### src/tba_pkg.sv
// Shared widths, codes and interface types of the time bucket aggregator.
package tba_pkg;

   // Field and state widths
   localparam int TIME_W    = 32;
   localparam int VAL_W     = 32;
   localparam int ACC_W     = 48;
   localparam int CNT_W     = 16;
   localparam int METHOD_W  = 2;

   // Stream and register port widths
   localparam int REQ_TDATA_W = TIME_W + VAL_W;
   localparam int RSP_TDATA_W = TIME_W + VAL_W;
   localparam int RSP_TUSER_W = 2;
   localparam int CSR_IDX_W   = 2;
   localparam int CSR_DATA_W  = 32;

   // Empty buckets reported per closing sample before the skip-ahead
   localparam int MAX_EMPTY_RESULTS = 63;
   localparam int GAP_W             = $clog2(MAX_EMPTY_RESULTS + 1);

   // Bit-serial divider: long divides the accumulator, short divides a time
   localparam int DIV_N_W   = ACC_W;
   localparam int DIV_D_W   = TIME_W;
   localparam int DIV_CNT_W = $clog2(DIV_N_W + 1);

   // Register indexes
   localparam logic [CSR_IDX_W-1:0] CSR_BUCKET_LENGTH = 2'd0;
   localparam logic [CSR_IDX_W-1:0] CSR_METHOD        = 2'd1;
   localparam logic [CSR_IDX_W-1:0] CSR_MIN_SAMPLES   = 2'd2;

   // Aggregation codes; every other code means average
   localparam logic [METHOD_W-1:0] AGG_LOWEST  = 2'd1;
   localparam logic [METHOD_W-1:0] AGG_HIGHEST = 2'd2;

   // Effective configuration, zero length and zero minimum already mapped to one
   typedef struct packed {
      logic [TIME_W-1:0]   length;
      logic [METHOD_W-1:0] method;
      logic [CNT_W-1:0]    need;
   } cfg_type;

   typedef struct packed {
      logic               start;
      logic               short_op;
      logic [DIV_N_W-1:0] dividend;
      logic [DIV_D_W-1:0] divisor;
   } div_cmd_type;

   typedef struct packed {
      logic               busy;
      logic               done;
      logic [DIV_N_W-1:0] quotient;
      logic [DIV_D_W-1:0] remainder;
   } div_stat_type;

   typedef enum logic [2:0] {
      S_IDLE,
      S_FIRST_DIV,
      S_AVG_DIV,
      S_GAP_START,
      S_GAP_DIV,
      S_EMIT_CLOSE,
      S_EMIT_GAP
   } state_type;

endpackage

### src/time_bucket_aggregator.sv
// Top level: configuration registers, bucket sequencer and shared serial divider.
//
// Input transactions on req_*: one timestamped sample each, nondecreasing
// in time. Result transactions on rsp_*: one per closed or skipped bucket,
// rsp_tlast marking the final result caused by one sample. Configuration
// is written through csr_we/csr_index/csr_wdata; the user must do so only
// while the block is idle, which the block itself does not enforce.
// A sample inside the open bucket gives no result. The first sample after
// reset holds req_tready low for the 32-step serial division that aligns
// the bucket start. A sample that closes a bucket holds req_tready low for
// a 48-step division of the sum (valid average only), a 32-step division
// of the gap, both on the one-bit-per-cycle divider, and its results: one
// result per cycle while rsp_tready is high, up to 64 results.
// A result waits in the output register while the next sample is taken.
// When the receiver stalls, the sequencer holds until the register frees.
// Reset restores the register defaults (length 60, average, one sample)
// and returns to the state before the first sample; no result is pending.
module time_bucket_aggregator (
   input  logic                              clock,
   input  logic                              reset,
   // request: tdata = timestamp[31:0], sample_value[63:32]
   input  logic                              req_tvalid,
   output logic                              req_tready,
   input  logic [tba_pkg::REQ_TDATA_W-1:0]   req_tdata,
   // request: tuser = sample_finite[0]
   input  logic                              req_tuser,
   // response: tdata = bucket_time[31:0], aggregate[63:32]
   output logic                              rsp_tvalid,
   input  logic                              rsp_tready,
   output logic [tba_pkg::RSP_TDATA_W-1:0]   rsp_tdata,
   // response: tuser = aggregate_valid[0], gaps_dropped[1]
   output logic [tba_pkg::RSP_TUSER_W-1:0]   rsp_tuser,
   output logic                              rsp_tlast,
   input  logic                              csr_we,
   input  logic [tba_pkg::CSR_IDX_W-1:0]     csr_index,
   input  logic [tba_pkg::CSR_DATA_W-1:0]    csr_wdata
);
   import tba_pkg::*;

   logic [TIME_W-1:0]   len_ff, len_in;
   logic [METHOD_W-1:0] method_ff, method_in;
   logic [CNT_W-1:0]    minsamp_ff, minsamp_in;
   cfg_type             cfg;
   div_cmd_type         div_cmd;
   div_stat_type        div_stat;

   // Register writes
   always_comb begin
      len_in     = len_ff;
      method_in  = method_ff;
      minsamp_in = minsamp_ff;
      if (csr_we) begin
         case (csr_index)
            CSR_BUCKET_LENGTH: len_in     = csr_wdata[TIME_W-1:0];
            CSR_METHOD:        method_in  = csr_wdata[METHOD_W-1:0];
            CSR_MIN_SAMPLES:   minsamp_in = csr_wdata[CNT_W-1:0];
            default: ;
         endcase
      end
   end

   always_ff @(posedge clock) begin
      if (reset) begin
         len_ff     <= TIME_W'(60);
         method_ff  <= '0;
         minsamp_ff <= CNT_W'(1);
      end else begin
         len_ff     <= len_in;
         method_ff  <= method_in;
         minsamp_ff <= minsamp_in;
      end
   end

   // Zero length and zero minimum both act as one
   assign cfg.length = (len_ff == '0) ? TIME_W'(1) : len_ff;
   assign cfg.method = method_ff;
   assign cfg.need   = (minsamp_ff == '0) ? CNT_W'(1) : minsamp_ff;

   tba_serial_div u_div (
      .clock (clock),
      .reset (reset),
      .cmd   (div_cmd),
      .stat  (div_stat)
   );

   tba_core u_core (
      .clock      (clock),
      .reset      (reset),
      .cfg        (cfg),
      .req_tvalid (req_tvalid),
      .req_tready (req_tready),
      .req_tdata  (req_tdata),
      .req_tuser  (req_tuser),
      .rsp_tvalid (rsp_tvalid),
      .rsp_tready (rsp_tready),
      .rsp_tdata  (rsp_tdata),
      .rsp_tuser  (rsp_tuser),
      .rsp_tlast  (rsp_tlast),
      .div_cmd    (div_cmd),
      .div_stat   (div_stat)
   );

endmodule

### src/tba_serial_div.sv
// Radix-2 restoring divider, one quotient bit per cycle.
module tba_serial_div (
   input  logic                  clock,
   input  logic                  reset,
   input  tba_pkg::div_cmd_type  cmd,
   output tba_pkg::div_stat_type stat
);
   import tba_pkg::*;

   logic [DIV_N_W-1:0]   quo_ff, quo_in;
   logic [DIV_D_W-1:0]   rem_ff, rem_in;
   logic [DIV_D_W-1:0]   dvs_ff, dvs_in;
   logic [DIV_CNT_W-1:0] cnt_ff, cnt_in;
   logic                 busy_ff, busy_in;
   logic                 done_ff, done_in;
   logic [DIV_D_W:0]     trial;
   logic [DIV_D_W:0]     diff;

   // One restoring step; dividend bits leave the top of the quotient register
   always_comb begin
      trial   = {rem_ff, quo_ff[DIV_N_W-1]};
      diff    = trial - {1'b0, dvs_ff};
      quo_in  = quo_ff;
      rem_in  = rem_ff;
      dvs_in  = dvs_ff;
      cnt_in  = cnt_ff;
      busy_in = busy_ff;
      done_in = 1'b0;
      if (cmd.start) begin
         rem_in  = '0;
         dvs_in  = cmd.divisor;
         busy_in = 1'b1;
         if (cmd.short_op) begin
            // time-wide dividend sits at the top, so the step count shrinks
            quo_in = {cmd.dividend[TIME_W-1:0], {(DIV_N_W-TIME_W){1'b0}}};
            cnt_in = DIV_CNT_W'(TIME_W);
         end else begin
            quo_in = cmd.dividend;
            cnt_in = DIV_CNT_W'(DIV_N_W);
         end
      end else if (busy_ff) begin
         if (!diff[DIV_D_W]) begin
            rem_in = diff[DIV_D_W-1:0];
            quo_in = {quo_ff[DIV_N_W-2:0], 1'b1};
         end else begin
            rem_in = trial[DIV_D_W-1:0];
            quo_in = {quo_ff[DIV_N_W-2:0], 1'b0};
         end
         cnt_in = cnt_ff - 1'b1;
         if (cnt_ff == DIV_CNT_W'(1)) begin
            busy_in = 1'b0;
            done_in = 1'b1;
         end
      end
   end

   always_ff @(posedge clock) begin
      if (reset) begin
         cnt_ff  <= '0;
         busy_ff <= 1'b0;
         done_ff <= 1'b0;
      end else begin
         cnt_ff  <= cnt_in;
         busy_ff <= busy_in;
         done_ff <= done_in;
      end
      quo_ff <= quo_in;
      rem_ff <= rem_in;
      dvs_ff <= dvs_in;
   end

   assign stat.busy      = busy_ff;
   assign stat.done      = done_ff;
   assign stat.quotient  = quo_ff;
   assign stat.remainder = rem_ff;

   // A running division always has steps left
   a_busy_count : assert property (@(posedge clock) disable iff (reset)
      busy_ff |-> cnt_ff != '0)
      else $error("divider busy with no steps left");

endmodule

### src/tba_core.sv
// Bucket sequencer: accumulation, bucket closing, gap results and output register.
module tba_core (
   input  logic                                clock,
   input  logic                                reset,
   input  tba_pkg::cfg_type                    cfg,
   input  logic                                req_tvalid,
   output logic                                req_tready,
   input  logic [tba_pkg::REQ_TDATA_W-1:0]     req_tdata,
   input  logic                                req_tuser,
   output logic                                rsp_tvalid,
   input  logic                                rsp_tready,
   output logic [tba_pkg::RSP_TDATA_W-1:0]     rsp_tdata,
   output logic [tba_pkg::RSP_TUSER_W-1:0]     rsp_tuser,
   output logic                                rsp_tlast,
   output tba_pkg::div_cmd_type                div_cmd,
   input  tba_pkg::div_stat_type               div_stat
);
   import tba_pkg::*;

   state_type          state_ff, state_in;
   logic               started_ff, started_in;
   logic [TIME_W-1:0]  start_ff, start_in;
   logic [ACC_W-1:0]   acc_ff, acc_in;
   logic [CNT_W-1:0]   cnt_ff, cnt_in;
   logic [TIME_W-1:0]  ts_ff, ts_in;
   logic [VAL_W-1:0]   val_ff, val_in;
   logic               fin_ff, fin_in;
   logic [VAL_W-1:0]   agg_ff, agg_in;
   logic               aggv_ff, aggv_in;
   logic               neg_ff, neg_in;
   logic               gaps_ff, gaps_in;
   logic [GAP_W-1:0]   gap_left_ff, gap_left_in;
   logic [TIME_W-1:0]  time_ff, time_in;
   logic [TIME_W-1:0]  nstart_ff, nstart_in;

   logic               rsp_valid_ff, rsp_valid_in;
   logic [TIME_W-1:0]  rsp_time_ff, rsp_time_in;
   logic [VAL_W-1:0]   rsp_agg_ff, rsp_agg_in;
   logic               rsp_aggv_ff, rsp_aggv_in;
   logic               rsp_gaps_ff, rsp_gaps_in;
   logic               rsp_last_ff, rsp_last_in;

   logic [TIME_W-1:0]  in_ts;
   logic [VAL_W-1:0]   in_val;
   logic [ACC_W-1:0]   in_ext;
   logic [ACC_W-1:0]   held_ext;
   logic [TIME_W:0]    bucket_end;
   logic               accept;
   logic               out_free;
   logic               is_avg;
   logic               finish;
   logic [TIME_W-1:0]  k_val;

   assign in_ts      = req_tdata[TIME_W-1:0];
   assign in_val     = req_tdata[TIME_W+VAL_W-1:TIME_W];
   assign in_ext     = {{(ACC_W-VAL_W){in_val[VAL_W-1]}}, in_val};
   assign held_ext   = {{(ACC_W-VAL_W){val_ff[VAL_W-1]}}, val_ff};
   assign bucket_end = {1'b0, start_ff} + {1'b0, cfg.length};
   assign req_tready = (state_ff == S_IDLE);
   assign accept     = req_tvalid && req_tready;
   assign out_free   = !rsp_valid_ff || rsp_tready;
   assign is_avg     = (cfg.method != AGG_LOWEST) && (cfg.method != AGG_HIGHEST);
   assign k_val      = div_stat.quotient[TIME_W-1:0];

   // Sequencer: next state, datapath updates and divider commands
   always_comb begin
      state_in     = state_ff;
      started_in   = started_ff;
      start_in     = start_ff;
      acc_in       = acc_ff;
      cnt_in       = cnt_ff;
      ts_in        = ts_ff;
      val_in       = val_ff;
      fin_in       = fin_ff;
      agg_in       = agg_ff;
      aggv_in      = aggv_ff;
      neg_in       = neg_ff;
      gaps_in      = gaps_ff;
      gap_left_in  = gap_left_ff;
      time_in      = time_ff;
      nstart_in    = nstart_ff;
      rsp_valid_in = rsp_valid_ff && !rsp_tready;
      rsp_time_in  = rsp_time_ff;
      rsp_agg_in   = rsp_agg_ff;
      rsp_aggv_in  = rsp_aggv_ff;
      rsp_gaps_in  = rsp_gaps_ff;
      rsp_last_in  = rsp_last_ff;
      div_cmd      = '0;
      finish       = 1'b0;

      case (state_ff)
         S_IDLE: begin
            if (accept) begin
               ts_in  = in_ts;
               val_in = in_val;
               fin_in = req_tuser;
               if (!started_ff) begin
                  // align the first bucket: start = ts - ts mod length
                  div_cmd.start    = 1'b1;
                  div_cmd.short_op = 1'b1;
                  div_cmd.dividend = {{(DIV_N_W-TIME_W){1'b0}}, in_ts};
                  div_cmd.divisor  = cfg.length;
                  state_in         = S_FIRST_DIV;
               end else if ({1'b0, in_ts} < bucket_end) begin
                  // sample falls in the open bucket; a full count ignores it
                  if (req_tuser && (cnt_ff != '1)) begin
                     case (cfg.method)
                        AGG_LOWEST: begin
                           if ((cnt_ff == '0) || ($signed(in_ext) < $signed(acc_ff)))
                              acc_in = in_ext;
                        end
                        AGG_HIGHEST: begin
                           if ((cnt_ff == '0) || ($signed(in_ext) > $signed(acc_ff)))
                              acc_in = in_ext;
                        end
                        default: acc_in = acc_ff + in_ext;
                     endcase
                     cnt_in = cnt_ff + 1'b1;
                  end
               end else begin
                  // close the bucket
                  aggv_in = (cnt_ff >= cfg.need);
                  if ((cnt_ff >= cfg.need) && is_avg) begin
                     div_cmd.start    = 1'b1;
                     div_cmd.short_op = 1'b0;
                     div_cmd.dividend = acc_ff[ACC_W-1] ? (-acc_ff) : acc_ff;
                     div_cmd.divisor  = {{(DIV_D_W-CNT_W){1'b0}}, cnt_ff};
                     neg_in           = acc_ff[ACC_W-1];
                     state_in         = S_AVG_DIV;
                  end else begin
                     agg_in   = (cnt_ff >= cfg.need) ? acc_ff[VAL_W-1:0] : '0;
                     state_in = S_GAP_START;
                  end
               end
            end
         end

         S_FIRST_DIV: begin
            if (div_stat.done) begin
               started_in = 1'b1;
               start_in   = ts_ff - div_stat.remainder;
               acc_in     = fin_ff ? held_ext : '0;
               cnt_in     = {{(CNT_W-1){1'b0}}, fin_ff};
               state_in   = S_IDLE;
            end
         end

         S_AVG_DIV: begin
            // truncation toward zero: divide the magnitude, restore the sign
            if (div_stat.done) begin
               agg_in   = neg_ff ? (-div_stat.quotient[VAL_W-1:0])
                                 : div_stat.quotient[VAL_W-1:0];
               state_in = S_GAP_START;
            end
         end

         S_GAP_START: begin
            // empty buckets passed over: (ts - next) / length
            div_cmd.start    = 1'b1;
            div_cmd.short_op = 1'b1;
            div_cmd.dividend = {{(DIV_N_W-TIME_W){1'b0}}, ts_ff - start_ff - cfg.length};
            div_cmd.divisor  = cfg.length;
            state_in         = S_GAP_DIV;
         end

         S_GAP_DIV: begin
            if (div_stat.done) begin
               gaps_in     = (k_val > TIME_W'(MAX_EMPTY_RESULTS));
               gap_left_in = (k_val > TIME_W'(MAX_EMPTY_RESULTS))
                             ? GAP_W'(MAX_EMPTY_RESULTS) : k_val[GAP_W-1:0];
               nstart_in   = ts_ff - div_stat.remainder;
               time_in     = start_ff + cfg.length;
               state_in    = S_EMIT_CLOSE;
            end
         end

         S_EMIT_CLOSE: begin
            if (out_free) begin
               rsp_valid_in = 1'b1;
               rsp_time_in  = start_ff;
               rsp_agg_in   = agg_ff;
               rsp_aggv_in  = aggv_ff;
               rsp_gaps_in  = gaps_ff;
               rsp_last_in  = (gap_left_ff == '0);
               if (gap_left_ff == '0)
                  finish = 1'b1;
               else
                  state_in = S_EMIT_GAP;
            end
         end

         S_EMIT_GAP: begin
            if (out_free) begin
               rsp_valid_in = 1'b1;
               rsp_time_in  = time_ff;
               rsp_agg_in   = '0;
               rsp_aggv_in  = 1'b0;
               rsp_gaps_in  = gaps_ff;
               rsp_last_in  = (gap_left_ff == GAP_W'(1));
               gap_left_in  = gap_left_ff - 1'b1;
               time_in      = time_ff + cfg.length;
               if (gap_left_ff == GAP_W'(1))
                  finish = 1'b1;
            end
         end

         default: state_in = S_IDLE;
      endcase

      // open the bucket that holds the closing sample
      if (finish) begin
         start_in = nstart_ff;
         acc_in   = fin_ff ? held_ext : '0;
         cnt_in   = {{(CNT_W-1){1'b0}}, fin_ff};
         state_in = S_IDLE;
      end
   end

   always_ff @(posedge clock) begin
      if (reset) begin
         state_ff     <= S_IDLE;
         started_ff   <= 1'b0;
         start_ff     <= '0;
         acc_ff       <= '0;
         cnt_ff       <= '0;
         gap_left_ff  <= '0;
         rsp_valid_ff <= 1'b0;
      end else begin
         state_ff     <= state_in;
         started_ff   <= started_in;
         start_ff     <= start_in;
         acc_ff       <= acc_in;
         cnt_ff       <= cnt_in;
         gap_left_ff  <= gap_left_in;
         rsp_valid_ff <= rsp_valid_in;
      end
      ts_ff       <= ts_in;
      val_ff      <= val_in;
      fin_ff      <= fin_in;
      agg_ff      <= agg_in;
      aggv_ff     <= aggv_in;
      neg_ff      <= neg_in;
      gaps_ff     <= gaps_in;
      time_ff     <= time_in;
      nstart_ff   <= nstart_in;
      rsp_time_ff <= rsp_time_in;
      rsp_agg_ff  <= rsp_agg_in;
      rsp_aggv_ff <= rsp_aggv_in;
      rsp_gaps_ff <= rsp_gaps_in;
      rsp_last_ff <= rsp_last_in;
   end

   assign rsp_tvalid = rsp_valid_ff;
   assign rsp_tdata  = {rsp_agg_ff, rsp_time_ff};
   assign rsp_tuser  = {rsp_gaps_ff, rsp_aggv_ff};
   assign rsp_tlast  = rsp_last_ff;

   a_div_free : assert property (@(posedge clock) disable iff (reset)
      div_cmd.start |-> !div_stat.busy)
      else $error("division started while divider busy");

   a_started_holds : assert property (@(posedge clock) disable iff (reset)
      started_ff |=> started_ff)
      else $error("started flag cleared outside reset");

   a_gap_range : assert property (@(posedge clock) disable iff (reset)
      (state_ff == S_EMIT_GAP) |->
         (gap_left_ff != '0) && (gap_left_ff <= GAP_W'(MAX_EMPTY_RESULTS)))
      else $error("gap result count out of range");

   a_invalid_zero : assert property (@(posedge clock) disable iff (reset)
      (rsp_valid_ff && !rsp_aggv_ff) |-> (rsp_agg_ff == '0))
      else $error("invalid bucket carries a nonzero aggregate");

endmodule
### config.mk
export PLATFORM = sky130hd
export DESIGN_NAME = time_bucket_aggregator
export DESIGN_NICKNAME = d
export VERILOG_FILES = /design/src/tba_pkg.sv /design/src/time_bucket_aggregator.sv /design/src/tba_serial_div.sv /design/src/tba_core.sv
export SDC_FILE = /design/constraint.sdc
export NUM_CORES = 2
export LEC_CHECK = 0
export ABC_AREA = 1
export BUFFER_PORTS_ARGS = -buffer_cell sky130_fd_sc_hd__buf_4
export CORE_MARGIN = 2
export CORE_UTILIZATION = 55
export DETAILED_ROUTE_END_ITERATION = 8
export GPL_ROUTABILITY_DRIVEN = 0
export PLACE_DENSITY = 0.71
export SYNTH_ARGS = -nofsm -noshare
export SYNTH_HDL_FRONTEND = slang
export SYNTH_SLANG_ARGS = --single-unit
### constraint.sdc
create_clock -name clock -period 7.9 [get_ports clock]
set_input_delay 2.37 -clock clock [delete_from_list [all_inputs] [get_ports clock]]
set_output_delay 2.37 -clock clock [all_outputs]
set_load 0.02 [all_outputs]
==> out/qor.yml <==
synth_common_cells: "nand2_1, inv_1, nor2_1"
final_layout_size_suffix_gt1_share_pct: 6.489
power.density_mw_per_mm2: 222.7
grt_pass1_wl_um: 210600
cp_max_fo: 40
finalSetupViolations: 0
h-tree-depth: 2
die_w_um: 273.1
max_stage_delay_ns: 0.68
timing.rr.start: "len_ff[26]"
die_h_um: 273.1
clock_skew_ns: 0.03883
synth_warnings: 0
synth_area_leaders: "edfxtp_1, nand2_1, ha_1"
route.detailed.drc: 0
drt-met1-wl_um: 57750
leakage_nw: 19.92
timing.fmax_mhz: 135.3
path_delay_family: "simple AND/OR/NAND/NOR gates"
grt_max_degree: 80
fin_util_pct: 61.40
fin_tns_setup_ns: 0
cp_common_cell: "nand2_1"
critPathLaunch: "len_ff[26]"
irDropWorstVdd_mv: 0.1962
synth_ff_type: "edfxtp_1"
rsz0062_at_grt: "false"
cts_buffers: 58
outcome: "complete, no violations"
wirelength_um: 142600
critPathArrivalTime_ns: 7.92
antenna_left: 0
synth-edff-count: 311
slew_headroom_pct: 16.33
netlist_instances: 5570
synth_top_area_share_pct: 23.45
cts.sinks: 508
synthesis.nets: 6049
antenna_found_initial: 7
core_area_mm2: 0.07161
final_nets: 6131
yosys_register_bits: 508
rows: 98
cts_tree: "done"
path_class: "flip-flop to flip-flop"
synthToLayoutAreaGrowth_pct: 10.37
critPathSlowestCell: "o21ai_0"
wl_per_cell_um: 21.43
min_from: "minsamp_ff[7]"
top_level_ports: 173
grt_pass1_vias: 35110
routed.top_layer: "met5"
fin_crit_sh_pct: 93.54
grtUsageTotal_pct: 36.94
met3_wirelength_um: 21130
critPathRequiredTime_ns: 8.43
critPathBufInv: 2
cts_hold_buffers: 0
fillerInstances: 6634
fin_crit_ns: 7.390
die_area_mm2: 0.07459
synth.most_common_cell: "nand2_1"
synth.avg_cell_area_um2: 7.151
num_vias: 39580
postCtsSetupBuffers: 0
ctsLongestPathBuffers: 3
holdWs_ns: 0.4809
insertion_delay_ns: 0.67
seq_area_frac_synth_pct: 33.35
setup.worst_path.start_class: "flip-flop"
clk_pin_slew_ns: 0.06
start_util_pct: 55.63
overflow: 0
tightest_slew_ns: 1.242
syn_area_mm2: 0.03983
hold_violations: 0
ys_types: 65
setup.worst_path.end_class: "flip-flop"
drt_first_pass_iters: 6
slew_violations: 0
ctsRootBufferMaster: "clkbuf_16"
via_per_inst: 5.948
async_reset_ff_share_pct: 0
synth_area_leader_cell: "edfxtp_1"
wl_met2_um: 57630
drtIter0Drc: 5642
place_hpwl_um: 111100
cap_violations: 0
power.total_mw: 9.789
cts_resized: 0
numPortBuffers: 172
holdCritPathClass: "flip-flop to flip-flop"
kinds of logic (layout without fill, tap and decap cells):
logic type                 after synthesis  in the layout  share of synthesized area [%]
adders and majority gates              375            375                          12.46
buffers and inverters                  995           1126                          9.615
muxes                                    1              1                        0.02513
xor gates and xnor gates               196            196                          4.310
AOI/OAI and AO/OA                     1038           1038                          14.65
and+or+nand+nor                       2457           2458                          25.59
other                                    0              3                              0
DFF                                    508            508                          33.35
metal layers:
| layer | up-vias | track usage, % |
|---|---|---|
| met5 | - | 0 |
| met4 | 10 | 13.72 |
| met3 | 365 | 13.11 |
| met2 | 2524 | 52.17 |
| met1 | 18130 | 51.62 |
| li1 | 18550 | - |
worst register-to-register path, delay by kind of cell, from the launching register on:
kind | cells | cell delay [ns]
buffers and inverters | 2 | 0.13
AO/OA/AOI/OAI | 6 | 1.60
flip-flops | 1 | 0.34
adder cells (fa/ha/maj) | 3 | 0.97
XOR/XNOR | 1 | 0.15
AND/OR/NAND/NOR | 19 | 4.07
power breakdown:
group | switching (mW) | internal (mW) | total (mW)
combinational | 2.43 | 1.04 | 3.48
sequential | 0.253 | 3.12 | 3.37
clock | 1.22 | 1.73 | 2.94
total | 3.90 | 5.89 | 9.79
placed cells by master (no fill, tap or decap), types with 14 or more instances in the layout:
cell type  count
o21bai_1      21
a31oi_1       43
o21a_1        15
nand4_1      108
o21ai_1       14
nor2_1       457
o211ai_1      63
clkbuf_16     63
nand3_1      255
a21oi_1      431
ha_1         338
o31ai_1       30
nor4_1        29
fa_1          36
edfxtp_1     311
xor2_1       141
dfxtp_1      197
nor3_1        79
o21ai_0      340
nand2_1     1465
buf_4        210
a21o_1        18
xnor2_1       55
inv_1        786
or2_2         16
layout make-up:
class	count	area (um2)	share of cell area, %
Tap cell	950	1189	2.704
Antenna cell	3	7.507	0.01708
Multi-Input combinational cell	4068	22810	51.88
Clock buffer	77	1669	3.796
Timing Repair Buffer	210	1577	3.586
Sequential cell	508	13280	30.21
Clock inverter	33	404.1	0.9192
Inverter	806	3025	6.881
registers in the layout, summed over array words and instances, names as in the netlist, 32 cells and up:
register and count:
len_ff 32, u_core.acc_ff 48, u_core.agg_ff 32, u_core.nstart_ff 32, u_core.rsp_agg_ff 32, u_core.rsp_time_ff 32, u_core.start_ff 32, u_core.time_ff 32
u_core.ts_ff 32, u_core.val_ff 32, u_div.dvs_ff 32, u_div.quo_ff 48, u_div.rem_ff 32
path summary, 6_finish.rpt:
| kind | to | slack [ns] | cells past startpoint |
|---|---|---|---|
| setup / recovery | u_core.acc_ff[0] | 0.51 | 31 |
| hold / removal | minsamp_ff[7] | 0.48 | 2 |
| setup reg to reg | u_core.acc_ff[0] | 0.51 | 31 |
| hold reg to reg | minsamp_ff[7] | 0.48 | 2 |
through the flow:
stage	area (um2)	cells	worst slack, ns
6_report	43960	6655	0.5104
5_1_grt	43960	6652	0.005109
4_1_cts	43940	6651	0.5611
3_5_place_dp	41870	6541	0.6158
3_3_place_gp	41870	6541	0.9386
2_1_floorplan	39830	5570	1.753
Note: power is estimated with default switching activity, not from simulation.
